### src/rtl/mclim_pkg.sv
package mclim_pkg;

  localparam int PWM_W    = 9;
  localparam int MAG_W    = 8;
  localparam int SAMPLE_W = 10;
  localparam int CNT_W    = 16;
  localparam int MODE_W   = 2;
  localparam int CFG_IDX_W  = 2;
  localparam int CFG_DATA_W = 16;

  localparam int LIMIT_DIVISOR_DEF = 4;

  // register map
  localparam logic [CFG_IDX_W-1:0] REG_THRESHOLD    = 2'd0;
  localparam logic [CFG_IDX_W-1:0] REG_MAX_WINDOW   = 2'd1;
  localparam logic [CFG_IDX_W-1:0] REG_LIMIT_HOLD   = 2'd2;
  localparam logic [CFG_IDX_W-1:0] REG_SPIKE_WINDOW = 2'd3;

  // reset values of the registers
  localparam logic [SAMPLE_W-1:0] THRESHOLD_RST    = 10'd100;
  localparam logic [CNT_W-1:0]    MAX_WINDOW_RST   = 16'd100;
  localparam logic [CNT_W-1:0]    LIMIT_HOLD_RST   = 16'd1000;
  localparam logic [CNT_W-1:0]    SPIKE_WINDOW_RST = 16'd100;
  // (SPIKE_WINDOW_RST / 100) * 99
  localparam logic [CNT_W-1:0]    SPIKE_THR_RST    = 16'd99;

  // floor(2^22 / 100): estimate of x / 100 for 16-bit x, low by at most one
  localparam logic [CNT_W-1:0] RECIP_100 = 16'd41943;
  localparam int               RECIP_100_SHIFT = 22;

  // limiter mode codes as seen on the output
  localparam logic [MODE_W-1:0] MODE_STANDARD = 2'd0;
  localparam logic [MODE_W-1:0] MODE_CAUGHT   = 2'd1;
  localparam logic [MODE_W-1:0] MODE_LIMIT    = 2'd2;
  localparam logic [MODE_W-1:0] MODE_SPIKE    = 2'd3;

  typedef enum logic [3:0] {
    ST_STANDARD = 4'b0001,
    ST_CAUGHT   = 4'b0010,
    ST_LIMIT    = 4'b0100,
    ST_SPIKE    = 4'b1000
  } state_t;

  localparam logic [CNT_W-1:0] CNT_MAX = {CNT_W{1'b1}};

  function automatic logic [CNT_W-1:0] sat_inc(input logic [CNT_W-1:0] v);
    return (v == CNT_MAX) ? CNT_MAX : v + 1'b1;
  endfunction

  function automatic logic [MODE_W-1:0] mode_code(input state_t s);
    logic [MODE_W-1:0] code;
    unique case (s)
      ST_STANDARD: code = MODE_STANDARD;
      ST_CAUGHT:   code = MODE_CAUGHT;
      ST_LIMIT:    code = MODE_LIMIT;
      ST_SPIKE:    code = MODE_SPIKE;
      default:     code = MODE_STANDARD;
    endcase
    return code;
  endfunction

endpackage

### src/rtl/motor_current_limiter_fsm.sv
// Motor current limiter, one control tick per transaction.
//
// Input channel (in_valid/in_ready): target_pwm (signed duty) and
// current_sample for one tick. Output channel (out_valid/out_ready):
// drive_pwm (limited duty, sign kept) and limiter_mode (0 standard,
// 1 caught max, 2 limit, 3 spike, the mode after this tick).
// Config port: cfg_write/cfg_index/cfg_data; the user must write it only
// while no transaction is in flight, which the block does not enforce.
//
// A transaction accepted into the input register has its result computed
// there and registered in the output register, raising out_valid, once
// that register is free. Throughput is one transaction per cycle while
// the receiver does not stall: the per-tick update is a few compares and
// counter steps between the input register and the output register.
// If the receiver stalls, the output register holds and the input
// register can still take one more transaction; after that in_ready drops
// until out_ready returns. Nothing is dropped.
// Reset: mode returns to standard, all counters clear, registers take
// their reset values (threshold 100, windows 100, hold 1000).
module motor_current_limiter_fsm
  import mclim_pkg::*;
#(
  parameter int LIMIT_DIVISOR = LIMIT_DIVISOR_DEF
) (
  input  logic                         clk,
  input  logic                         rst,
  // input channel
  input  logic                         in_valid,
  output logic                         in_ready,
  input  logic signed [PWM_W-1:0]      target_pwm,
  input  logic        [SAMPLE_W-1:0]   current_sample,
  // output channel
  output logic                         out_valid,
  input  logic                         out_ready,
  output logic signed [PWM_W-1:0]      drive_pwm,
  output logic        [MODE_W-1:0]     limiter_mode,
  // config write port
  input  logic                         cfg_write,
  input  logic        [CFG_IDX_W-1:0]  cfg_index,
  input  logic        [CFG_DATA_W-1:0] cfg_data
);

  // ceil(2^16 / d): exact quotient for any 8-bit magnitude and d in 1..16
  localparam int          RECIP_SHIFT = 16;
  localparam int          RECIP_W     = RECIP_SHIFT + 1;
  localparam int          RECIP_INT   =
    ((1 << RECIP_SHIFT) + LIMIT_DIVISOR - 1) / LIMIT_DIVISOR;
  localparam logic [RECIP_W-1:0] RECIP = RECIP_W'(RECIP_INT);
  localparam int          QPROD_W     = MAG_W + RECIP_W;

  // configuration registers
  logic [SAMPLE_W-1:0] thr_level;
  logic [CNT_W-1:0]    max_window;
  logic [CNT_W-1:0]    limit_hold;
  logic [CNT_W-1:0]    spike_window;
  logic [CNT_W-1:0]    spike_thr;     // (spike_window / 100) * 99

  // limiter state
  state_t              state, state_next;
  logic [CNT_W-1:0]    over_count, over_count_next;
  logic [CNT_W-1:0]    caught_ticks, caught_ticks_next;
  logic [CNT_W-1:0]    limit_ticks, limit_ticks_next;
  logic [CNT_W-1:0]    spike_ticks, spike_ticks_next;
  logic [CNT_W-1:0]    under_count, under_count_next;

  // input register
  logic                s1_valid;
  logic signed [PWM_W-1:0]  s1_target;
  logic [SAMPLE_W-1:0] s1_sample;

  logic advance;   // output register free to take a result
  logic fire;      // tick processed this cycle

  assign advance  = !out_valid || out_ready;
  assign fire     = s1_valid && advance;
  assign in_ready = !s1_valid || advance;

  // ---------------------------------------------------------------
  // Spike threshold precompute on write: q = x/100 via reciprocal
  // estimate plus one correction, then q*99 = q*100 - q.
  // ---------------------------------------------------------------
  logic [31:0]         wq_prod;
  logic [9:0]          q_est;
  logic [16:0]         p100;
  logic [16:0]         rem100;
  logic                q_fix;
  logic [16:0]         p100_fix;
  logic [9:0]          q_div;
  logic [CNT_W-1:0]    thr_new;

  always_comb begin
    wq_prod  = cfg_data * RECIP_100;
    q_est    = wq_prod[31:RECIP_100_SHIFT];
    p100     = {1'b0, q_est, 6'b0} + {2'b0, q_est, 5'b0} + {5'b0, q_est, 2'b0};
    rem100   = {1'b0, cfg_data} - p100;
    q_fix    = (rem100 >= 17'd100);
    q_div    = q_est + {9'b0, q_fix};
    p100_fix = p100 + (q_fix ? 17'd100 : 17'd0);
    thr_new  = CNT_W'(p100_fix - {7'b0, q_div});
  end

  always_ff @(posedge clk) begin
    if (rst) begin
      thr_level    <= THRESHOLD_RST;
      max_window   <= MAX_WINDOW_RST;
      limit_hold   <= LIMIT_HOLD_RST;
      spike_window <= SPIKE_WINDOW_RST;
      spike_thr    <= SPIKE_THR_RST;
    end else if (cfg_write) begin
      unique case (cfg_index)
        REG_THRESHOLD:  thr_level  <= cfg_data[SAMPLE_W-1:0];
        REG_MAX_WINDOW: max_window <= cfg_data;
        REG_LIMIT_HOLD: limit_hold <= cfg_data;
        REG_SPIKE_WINDOW: begin
          spike_window <= cfg_data;
          spike_thr    <= thr_new;
        end
        default: ;
      endcase
    end
  end

  // ---------------------------------------------------------------
  // Input register
  // ---------------------------------------------------------------
  always_ff @(posedge clk) begin
    if (rst) begin
      s1_valid <= 1'b0;
    end else if (in_ready) begin
      s1_valid <= in_valid;
    end
  end

  always_ff @(posedge clk) begin
    if (in_valid && in_ready) begin
      s1_target <= target_pwm;
      s1_sample <= current_sample;
    end
  end

  // ---------------------------------------------------------------
  // Magnitude, limiting divide, sign restore
  // ---------------------------------------------------------------
  logic                neg;
  logic [PWM_W-1:0]    mag_full;   // 0..256
  logic [MAG_W-1:0]    mag;
  logic [QPROD_W-1:0]  qprod;
  logic [MAG_W-1:0]    mag_div;
  logic [MAG_W-1:0]    mag_out;
  logic [PWM_W-1:0]    drive_calc;
  logic                over, under;

  always_comb begin
    neg      = s1_target[PWM_W-1];
    mag_full = neg ? PWM_W'(-s1_target) : PWM_W'(s1_target);
    mag      = mag_full[PWM_W-1] ? {MAG_W{1'b1}} : mag_full[MAG_W-1:0];
    qprod    = mag * RECIP;
    mag_div  = qprod[RECIP_SHIFT +: MAG_W];
    mag_out  = (state == ST_LIMIT) ? mag_div : mag;
    drive_calc = neg ? PWM_W'(-{1'b0, mag_out}) : {1'b0, mag_out};
    over     = s1_sample > thr_level;
    under    = s1_sample < thr_level;
  end

  // ---------------------------------------------------------------
  // Mode and counter update, same order as the tick definition
  // ---------------------------------------------------------------
  logic [CNT_W-1:0] over_base;

  always_comb begin
    state_next        = state;
    over_count_next   = over_count;
    caught_ticks_next = caught_ticks;
    limit_ticks_next  = limit_ticks;
    spike_ticks_next  = spike_ticks;
    under_count_next  = under_count;
    over_base         = over_count;

    unique case (state)
      ST_STANDARD: begin
        if (over) begin
          state_next = ST_CAUGHT;
        end else if (over_count != '0) begin
          over_count_next = over_count - 1'b1;
        end
      end
      ST_CAUGHT: begin
        // window decision first, then this tick's sample is counted
        if (caught_ticks > max_window) begin
          if (over_count >= (spike_window >> 1)) begin
            over_base  = '0;
            state_next = ST_LIMIT;
          end else begin
            state_next = ST_STANDARD;
          end
          caught_ticks_next = CNT_W'(1);
        end else begin
          caught_ticks_next = sat_inc(caught_ticks);
        end
        over_count_next = over ? sat_inc(over_base) : over_base;
      end
      ST_LIMIT: begin
        if (limit_ticks > limit_hold) begin
          limit_ticks_next = '0;
          state_next       = ST_SPIKE;
        end else begin
          limit_ticks_next = sat_inc(limit_ticks);
        end
      end
      ST_SPIKE: begin
        if (spike_ticks > spike_window) begin
          state_next       = (under_count >= spike_thr) ? ST_STANDARD : ST_LIMIT;
          under_count_next = '0;
          spike_ticks_next = '0;
        end else begin
          if (under) begin
            under_count_next = sat_inc(under_count);
          end
          spike_ticks_next = sat_inc(spike_ticks);
        end
      end
      default: ;
    endcase
  end

  always_ff @(posedge clk) begin
    if (rst) begin
      state        <= ST_STANDARD;
      over_count   <= '0;
      caught_ticks <= '0;
      limit_ticks  <= '0;
      spike_ticks  <= '0;
      under_count  <= '0;
    end else if (fire) begin
      state        <= state_next;
      over_count   <= over_count_next;
      caught_ticks <= caught_ticks_next;
      limit_ticks  <= limit_ticks_next;
      spike_ticks  <= spike_ticks_next;
      under_count  <= under_count_next;
    end
  end

  // ---------------------------------------------------------------
  // Output register
  // ---------------------------------------------------------------
  always_ff @(posedge clk) begin
    if (rst) begin
      out_valid <= 1'b0;
    end else if (advance) begin
      out_valid <= s1_valid;
    end
  end

  always_ff @(posedge clk) begin
    if (fire) begin
      drive_pwm    <= drive_calc;
      limiter_mode <= mode_code(state_next);
    end
  end

  // ---------------------------------------------------------------
  // Checks
  // ---------------------------------------------------------------
  // a full input register behind a stalled output blocks new ticks
  a_backpressure: assert property (@(posedge clk) disable iff (rst)
    (s1_valid && out_valid && !out_ready) |-> !in_ready)
    else $error("input taken while both stages are full and stalled");

  // limiter state only moves when a tick is processed
  a_state_hold: assert property (@(posedge clk) disable iff (rst)
    !fire |=> ($stable(state) && $stable(over_count) && $stable(spike_ticks)))
    else $error("limiter state changed without a tick");

  // reported mode matches the current limiter state
  a_mode_match: assert property (@(posedge clk) disable iff (rst)
    out_valid |-> (limiter_mode == mode_code(state)))
    else $error("limiter_mode disagrees with the limiter state");

  // saturated magnitude never gives the most negative code
  a_drive_range: assert property (@(posedge clk) disable iff (rst)
    out_valid |-> (drive_pwm != -(PWM_W'(1) <<< (PWM_W - 1))))
    else $error("drive_pwm out of range");

endmodule

### config.mk
export PLATFORM = sky130hd
export DESIGN_NAME = motor_current_limiter_fsm
export DESIGN_NICKNAME = d
export VERILOG_FILES = /design/src/rtl/mclim_pkg.sv /design/src/rtl/motor_current_limiter_fsm.sv
export SDC_FILE = /design/constraint.sdc
export NUM_CORES = 1
export LEC_CHECK = 0
export ABC_CLOCK_PERIOD_IN_PS = 39600
export BUFFER_PORTS_ARGS = -buffer_cell sky130_fd_sc_hd__buf_2
export CORE_MARGIN = 2
export CORE_UTILIZATION = 55
export CTS_CLUSTER_DIAMETER = 100
export DETAILED_ROUTE_END_ITERATION = 10
export GPL_TIMING_DRIVEN = 1
export PLACE_DENSITY = 0.75
export SLEW_MARGIN = 5
export SYNTH_ARGS = -nofsm -noshare
export SYNTH_HDL_FRONTEND = slang
export SYNTH_SLANG_ARGS = --single-unit
### constraint.sdc
create_clock -name clk -period 39.6 [get_ports clk]
set_input_delay 1.98 -clock clk [delete_from_list [all_inputs] [get_ports clk]]
set_output_delay 1.98 -clock clk [all_outputs]
set_load 0.005 [all_outputs]
Word level (Yosys, flattened, before mapping)
Cells that the tools add are included. W data, S select, Z words.

Output and inout bits: 13. Word-level logic and storage cells: 107. Register bits after elaboration: 190. Input port bits: 42.

Multiply operators: 1. $add $sub $neg: 14. $lt $le $gt $ge: 8. Equality and inequality tests: 17. Reductions and logical operators: 19. Mux-type cells: 30.

Operator list (number): $mux W16 (16); $add A16 B1 Y16 const B (5); $eq A16 B16 Y1 const B (5); $gt A16 B16 Y1 (3); $mul A16 B16 Y32 const B (1); $pmux W16 S2 (1); $mux W8 (3); $add A16 B15 Y17 (1); $add A17 B12 Y17 (1); $ge A17 B7 Y1 const B (1); $sub A16 B17 Y17 (1); $add A16 B7 Y16 (1); $ge A16 B15 Y1 (1); $ge A16 B16 Y1 (1); $mux W4 (4); $pmux W4 S4 (1); $reduce_bool A16 Y1 (1); $sub A16 B1 Y16 const B (1); $sub A16 B10 Y16 (1); $reduce_and A2 Y1 (7); $add A10 B1 Y10 (1); $gt A10 B10 Y1 (1); $lt A10 B10 Y1 (1); $mux W9 (1); other kinds (19) (29).

Longest topological paths before layout
Gate-level depths: netlist of run 1.

Depth in word-level cells: 8. Gate-level depth with buffers: 61. Depth with buffers taken out: 60.

Worst setup path before layout of run 1
No wires, ideal clock.

Path kind: input-to-reg. Start point: input cfg_data[14]. End point: register spike_thr[15]. Library setup time: 0.106 ns. Stages on the path: 53. Buffers on the path: 1. Data arrival time: 14.258 ns. Data required time: 39.494 ns. Slack: 25.236 ns. Path through: inv_1 > ha_1 > fa_1 > inv_1 > fa_1 > fa_1 > fa_1 > inv_1 > fa_1 > inv_1 > ha_1 > a211oi_1 > o21ai_0 > a21oi_1 > o31ai_1 > a31oi_1 > o21bai_1 > a21oi_1 > [17 not listed] > o2111ai_1 > ha_1 > ha_1 > xnor2_1 > fa_1 > ha_1 > a21o_1 > a21oi_1 > o21bai_1 > a21oi_1 > o21bai_1 > a21oi_1 > o21bai_1 > a21oi_1 > o22ai_1 > mux2_2 > or4_1 > o311ai_0.

Longest elaborated chain between the ends: 8. Elaborated cells on any way between the ends: 9. Those cells by class: 6 x add/sub; 1 x mul; 1 x order compare; 1 x mux.

RTL lines: from (decl) (line motor_current_limiter_fsm.sv:40) `input logic [CFG_DATA_W-1:0] cfg_data`; $mul A16 B16 Y32 (line motor_current_limiter_fsm.sv:92) `wq_prod = cfg_data * RECIP_100;`; $add A16 B15 Y17 (line motor_current_limiter_fsm.sv:94) `p100 = {1'b0, q_est, 6'b0} + {2'b0, q_est, 5'b0} + {5'b0, q_est, 2'b0};`; $add A17 B12 Y17 (line motor_current_limiter_fsm.sv:94); $sub A16 B17 Y17 (line motor_current_limiter_fsm.sv:95) `rem100 = {1'b0, cfg_data} - p100;`; $ge A17 B7 Y1 (line motor_current_limiter_fsm.sv:96) `q_fix = (rem100 >= 17'd100);`; $mux W7 (line motor_current_limiter_fsm.sv:98) `p100_fix = p100 + (q_fix ? 17'd100 : 17'd0);`; $add A16 B7 Y16 (line motor_current_limiter_fsm.sv:98); $sub A16 B10 Y16 * (line motor_current_limiter_fsm.sv:99) `thr_new = CNT_W'(p100_fix - {7'b0, q_div});`; to (signal assigned) (line motor_current_limiter_fsm.sv:116) `spike_thr <= thr_new;`; to (decl) (line motor_current_limiter_fsm.sv:56) `logic [CNT_W-1:0] spike_thr;`.

Mark *: on every way between the ends. The rest lies on a longest branch, timed or not. A chain may end at the register's enable or synchronous reset.

Final worst setup path of run 1
Ends and elaborated chain as after synthesis.

==> results.sh, run 1 <==
export IMPL_vias_per_cell=5.846
export IMPL_crit_required_ns=39.94
export IMPL_insertion_delay_ns=0.45
export IMPL_hold_end="spike_thr[4]"
export IMPL_post_route_cells_drive_above_1_share_pct=6.118
export IMPL_ys_flop_type="dfxtp_1"
export IMPL_final_cell_mix="325 x inv_1, 288 x ha_1, 235 x nand2_1, 215 x a21oi_1, 160 x dfxtp_1"
export IMPL_htreeDepth=4
export IMPL_drv_slew=0
export IMPL_synth_top_family_by_area="adder cells"
export IMPL_dieArea_um2=35290
export IMPL_syn_area_um2=18590
export IMPL_synth_adder_area_share_pct=30.86
export IMPL_dp_slack_ns=23.41
export IMPL_synthSimpleGateAreaFrac_pct=16.17
export IMPL_grt_pass1_vias=15498
export IMPL_endpoint_kind="flip-flop"
export IMPL_holdPathStages=2
export IMPL_rr_startpoint="over_count[0]"
export IMPL_drt_wl_total_mm=47.53
export IMPL_ant_nets=0
export IMPL_synth_compound_area_share_pct=18.30
export IMPL_initial_core_util_pct=55.58
export IMPL_post_cts_setup_buffers=0
export IMPL_r2r_end="over_count[2]"
export IMPL_startpoint_type="input port"
export IMPL_fp_dieW_um=187.9
export IMPL_setup_viol=0
export IMPL_layout_commonest_cell="inv_1"
export IMPL_ys_seq_area_share_pct=22.07
export IMPL_numCtsBuffers=17
export IMPL_grt_max_degree=73
export IMPL_fin_tns_setup_ns=0
export IMPL_status="complete, no violations"
export IMPL_rows=67
export IMPL_clock_root_buffer="clkbuf_16"
export IMPL_syn_inst=2257
export IMPL_area_delta_synth_final_pct=6.340
export IMPL_die_h_um=187.9
export IMPL_tightest_slew_ns=1.146
export IMPL_rsz0062_at_grt="no"
export IMPL_regToRegSetupSlack_ns=35.08
export IMPL_drt_iter0_drc=1498
export IMPL_synth_xor_area_share_pct=3.580
export IMPL_io_pins=55
export IMPL_hold_buffers=0
export IMPL_critPathKind="input port to flip-flop"
export IMPL_slew_headroom_pct=22.50
export IMPL_drc_errors=0
export IMPL_finClkSkew_ns=0.01611
export IMPL_wl_per_cell_um=17.47
export IMPL_cts_sinks=190
export IMPL_layout_min_cycle_time_ns=15.87
export IMPL_path_max_fanout=12
export IMPL_drv_cap=0
export IMPL_antenna_found_initial=1
export IMPL_ys_ff_latch=190
export IMPL_final_core_util_pct=59.11
export IMPL_clk_pin_slew_ns=0.07
export IMPL_period_share_pct=40.06
export IMPL_grt_pass1_wl_mm=77.80
export IMPL_synth_mux_area_share_pct=0.6730
export IMPL_place_gp_congestion=0.9499
export IMPL_yosys_warnings=0
export IMPL_cts_resized=0
export IMPL_cts_tree="done"
export IMPL_async_reset_ff_share_pct=0
export IMPL_ys_types=84
export IMPL_setup_ws_ns=23.73
export IMPL_core_area_um2=33450
export IMPL_hp_start="spike_thr[4]"
export IMPL_io_buffers=54
export IMPL_syn_num_nets=2690
export IMPL_fin_nets=2692
export IMPL_grt_overflow=0
export IMPL_worst_hold_slack_ns=0.4515
export IMPL_crit_arrival_ns=16.20
export IMPL_rr_worst_depth=18
export IMPL_synth_edff_count=30
export IMPL_track_usage_pct=27.42
export IMPL_cts_buffer_depth=2
export IMPL_timing_fmax_ghz=0.06303
export IMPL_crit_path_top_delay_cell="xnor2_1"
export IMPL_finalHoldViolCount=0
export IMPL_cpPeakStageDelay_ns=0.55
export IMPL_hold_class="flip-flop to flip-flop"
export IMPL_vias=15906
export IMPL_post_synth_cell_area_avg_um2=8.237
export IMPL_post_dp_hpwl_mm=36.56
export IMPL_firstDrtPassIters=5
[registers in the layout (all words and copies together) (netlist names)]
| register | count |
|---|---|
| limit_hold | 16 |
| spike_thr | 16 |
| out_valid | 1 |
| spike_ticks | 16 |
| caught_ticks | 16 |
| spike_window | 16 |
| state | 4 |
| thr_level | 10 |
| under_count | 16 |
| limiter_mode | 2 |
| s1_valid | 1 |
| s1_target | 9 |
| limit_ticks | 16 |
| over_count | 16 |
| drive_pwm | 9 |
| s1_sample | 10 |
| max_window | 16 |
[how the worst max path moves through the flow]
stage / startpoint / endpoint / depth (start not counted)
2_1_floorplan: cfg_data[14] / spike_thr[15] / 53
3_3_place_gp: cfg_data[14] / spike_thr[15] / 53
3_5_place_dp: cfg_data[14] / spike_thr[15] / 53
4_1_cts: cfg_data[14] / spike_thr[15] / 53
5_1_grt: cfg_data[14] / spike_thr[15] / 53
6_report: cfg_data[14] / spike_thr[15] / 53
[routing by layer]
layer | track usage (%) | share of wire, %
met4 | 10.99 | 3.7
met5 | 0 | 0
met1 | 36.49 | 44
met3 | 3.874 | 6.1
met2 | 45.03 | 46
[cells in the mapped netlist, types with 8 or more instances]
library cell,count,share of area [%]
a211oi_1,24,0.97
a21o_1,46,1.9
a21oi_1,215,5.8
a31oi_1,19,0.64
and2_1,9,0.30
and3_1,35,1.2
clkbuf_1,69,1.4
dfxtp_1,160,17
edfxtp_1,30,4.8
fa_1,103,11
ha_1,288,19
inv_1,325,6.6
mux2i_1,8,0.43
nand2_1,235,4.7
nand2b_1,17,0.57
nand3_1,54,1.5
nand4_1,25,0.84
nor2_1,110,2.2
nor2b_1,27,0.91
nor3_1,53,1.4
nor4_1,8,0.27
o211ai_1,32,1.3
o21a_1,12,0.48
o21ai_0,100,2.7
o21bai_1,13,0.52
o31ai_1,11,0.44
or2_2,10,0.34
or3_1,13,0.44
xnor2_1,56,2.6
xor2_1,20,0.94
[final cells by class]
type                    instances  area [µm²]
fillers                      2914       13680
multi-input cells            1660       12940
flip-flops and latches        190        4104
inverters                     326        1224
well taps                     448       560.5
clock buffers                  18       429.2
repair buffers                 64       347.8
clock inverters                14       163.9
diodes                          1       2.502
[per-stage QoR]
step,cells,instance area [µm²]
after CTS,2720,19770
after floorplan,2257,18590
after detailed placement,2688,19170
after global routing,2721,19770
after global placement,2688,19170
final,2721,19770
[logic make-up (layout without fill, tap and decap cells)]
family | after synthesis | count (layout)
AOI/OAI and AO/OA | 548 | 548
other | 0 | 1
adders and majority gates | 398 | 398
DFF | 190 | 190
and+or+nand+nor | 626 | 626
buffers and inverters | 407 | 422
muxes | 12 | 12
xor gates and xnor gates | 76 | 76
[worst max-delay path: cells and delay by family]
kind | cells | cell delay [ns]
mux | 1 | 0.30
xor+xnor | 3 | 1.01
buf+inv | 6 | 0.92
fa+ha+maj | 16 | 6.29
compound gates | 24 | 4.95
simple gates | 3 | 0.69
Power of run 1 is left out: the tool's default activity adds up to more than one toggle a clock period on the data nets, which glitch-free logic cannot reach.
==> run 2, diff against run 1 <==
--- a/config.mk
+++ b/config.mk
@@ -5,14 +5,14 @@
 export SDC_FILE = /design/constraint.sdc
 export NUM_CORES = 1
 export LEC_CHECK = 0
-export ABC_CLOCK_PERIOD_IN_PS = 39600
+export ABC_CLOCK_PERIOD_IN_PS = 12900
 export BUFFER_PORTS_ARGS = -buffer_cell sky130_fd_sc_hd__buf_2
 export CORE_MARGIN = 2
 export CORE_UTILIZATION = 55
 export CTS_CLUSTER_DIAMETER = 100
 export DETAILED_ROUTE_END_ITERATION = 10
 export GPL_TIMING_DRIVEN = 1
-export PLACE_DENSITY = 0.75
+export PLACE_DENSITY = 0.78
 export SLEW_MARGIN = 5
 export SYNTH_ARGS = -nofsm -noshare
 export SYNTH_HDL_FRONTEND = slang
==> constraint.sdc (replaced) <==
create_clock -name clk -period 12.9 [get_ports clk]
set_input_delay 0.645 -clock clk [delete_from_list [all_inputs] [get_ports clk]]
set_output_delay 0.645 -clock clk [all_outputs]
set_load 0.005 [all_outputs]
==> run 2 against run 1 <==
Sequential share of layout area is 1.4 points lower; die area stayed put; worst hold slack worse by 0.092 ns; critical path type unchanged; highest routed layer unchanged.
==> results.sh, run 2 (synthesis results as in run 1) <==
export IMPL_status="complete, no violations"
export IMPL_drc_errors=0
export IMPL_clock_root_buffer="clkbuf_16"
export IMPL_initial_core_util_pct=55.58
export IMPL_startpoint="cfg_data[11]"
export IMPL_final_cell_mix="325 x inv_1, 281 x ha_1, 234 x nand2_1, 204 x a21oi_1, 161 x buf_4"
export IMPL_holdPathStages=1
export IMPL_finClkSkew_ns=0.02292
export IMPL_post_dp_hpwl_mm=39.92
export IMPL_wl_per_cell_um=17.52
export IMPL_drv_cap=0
export IMPL_setup_viol=0
export IMPL_clk_pin_slew_ns=0.07
export IMPL_ant_nets=0
export IMPL_endpoint_kind="flip-flop"
export IMPL_drt_iter0_drc=1261
export IMPL_core_area_um2=33450
export IMPL_slew_headroom_pct=25.25
export IMPL_hp_start="current_sample[9]"
export IMPL_worstSetupPathDepth=52
export IMPL_placed_area_um2=20320
export IMPL_tightest_slew_ns=1.106
export IMPL_crit_path_top_delay_cell="fa_1"
export IMPL_worst_hold_slack_ns=0.3591
export IMPL_fin_nets=2843
export IMPL_io_pins=55
export IMPL_rr_startpoint="over_count[0]"
export IMPL_grt_pass1_vias=16401
export IMPL_place_gp_congestion=1.001
export IMPL_insertion_delay_ns=0.47
export IMPL_layout_min_cycle_time_ns=12.38
export IMPL_vias=16700
export IMPL_hold_class="input port to flip-flop"
export IMPL_drv_slew=0
export IMPL_area_delta_synth_final_pct=14.20
export IMPL_path_buf_inv=7
export IMPL_layout_commonest_cell="inv_1"
export IMPL_finalHoldViolCount=0
export IMPL_final_core_util_pct=63.48
export IMPL_regArea_um2=4104
export IMPL_io_buffers=54
export IMPL_cts_tree="done"
export IMPL_post_route_cells_drive_above_1_share_pct=14.16
export IMPL_antenna_found_initial=3
export IMPL_crit_arrival_ns=12.73
export IMPL_critical_path_top_delay_family="adder cells"
export IMPL_fp_dieW_um=187.9
export IMPL_grt_overflow=0
export IMPL_r2r_end="over_count[2]"
export IMPL_cts_sinks=190
export IMPL_path_max_fanout=6
export IMPL_grt_max_degree=78
export IMPL_vias_per_cell=5.811
export IMPL_firstDrtPassIters=5
export IMPL_drt_wl_total_mm=50.36
export IMPL_htreeDepth=4
export IMPL_dieArea_um2=35290
export IMPL_grt_pass1_wl_mm=81.72
export IMPL_final_area_um2=21230
export IMPL_numCtsBuffers=17
export IMPL_multiInputGateArea_um2=13260
export IMPL_cts_buffer_depth=2
export IMPL_period_share_pct=96.00
export IMPL_hold_buffers=0
export IMPL_startpoint_type="input port"
export IMPL_rows=67
export IMPL_regToRegSetupSlack_ns=8.53
export IMPL_crit_required_ns=13.25
export IMPL_track_usage_pct=28.75
export IMPL_die_h_um=187.9
export IMPL_hold_end="s1_sample[9]"
export IMPL_timing_fmax_ghz=0.08075
export IMPL_cpPeakStageDelay_ns=0.55
export IMPL_rr_worst_depth=17
export IMPL_fillers=2772
export IMPL_critPathKind="input port to flip-flop"
[run 2: cell types whose count changed in the layout (fill, tap and decap cells not counted), sizes merged]
cell,change
diode,+2
buf,+151
clkinv,-1
bufinv,+1
[run 2: metal layers]
| layer | vias up | share of wire, % | track usage, % |
|---|---|---|---|
| met1 | 7938 | 43 | 37.40 |
| li1 | 8080 | - | - |
| met3 | 112 | 6.0 | 3.631 |
| met4 | 0 | 4.1 | 12.24 |
| met5 | - | 0 | 0 |
| met2 | 570 | 47 | 48.26 |
[run 2: worst max path at each step]
stage / to
after global routing: spike_thr[14]
final: spike_thr[15]
after CTS: spike_thr[15]
after floorplan: spike_thr[15]
after detailed placement: spike_thr[15]
after global placement: spike_thr[15]
[run 2: what timing repair did]
| item | 4_1_cts | 5_1_grt |
|---|---|---|
| setup endpoints to repair | 0 | 7 |
| setup buffers | 0 | 4 |
| gates resized for setup | 0 | 55 |
[run 2: metrics by stage]
stage	worst slack (ns)	TNS, ns	std cells
final	0.5165	0	2874
after global routing	-0.08437	-0.1225	2874
after CTS	0.05392	0	2867
after detailed placement	-0.4022	-0.9141	2835
after global placement	-0.03056	-0.03056	2835
after floorplan	0.03862	0	2257
[run 2: cell type report]
cell class                 instances  share of cell area, %
antenna                            3                0.03536
clock buffer                      18                  2.068
clock inverter                    14                 0.6777
sequential                       190                  19.33
timing repair buffer             215                  7.036
inverter                         326                  5.763
tap                              448                  2.640
multi-input combinational       1660                  62.45
Power of run 2 is left out for the same reason.
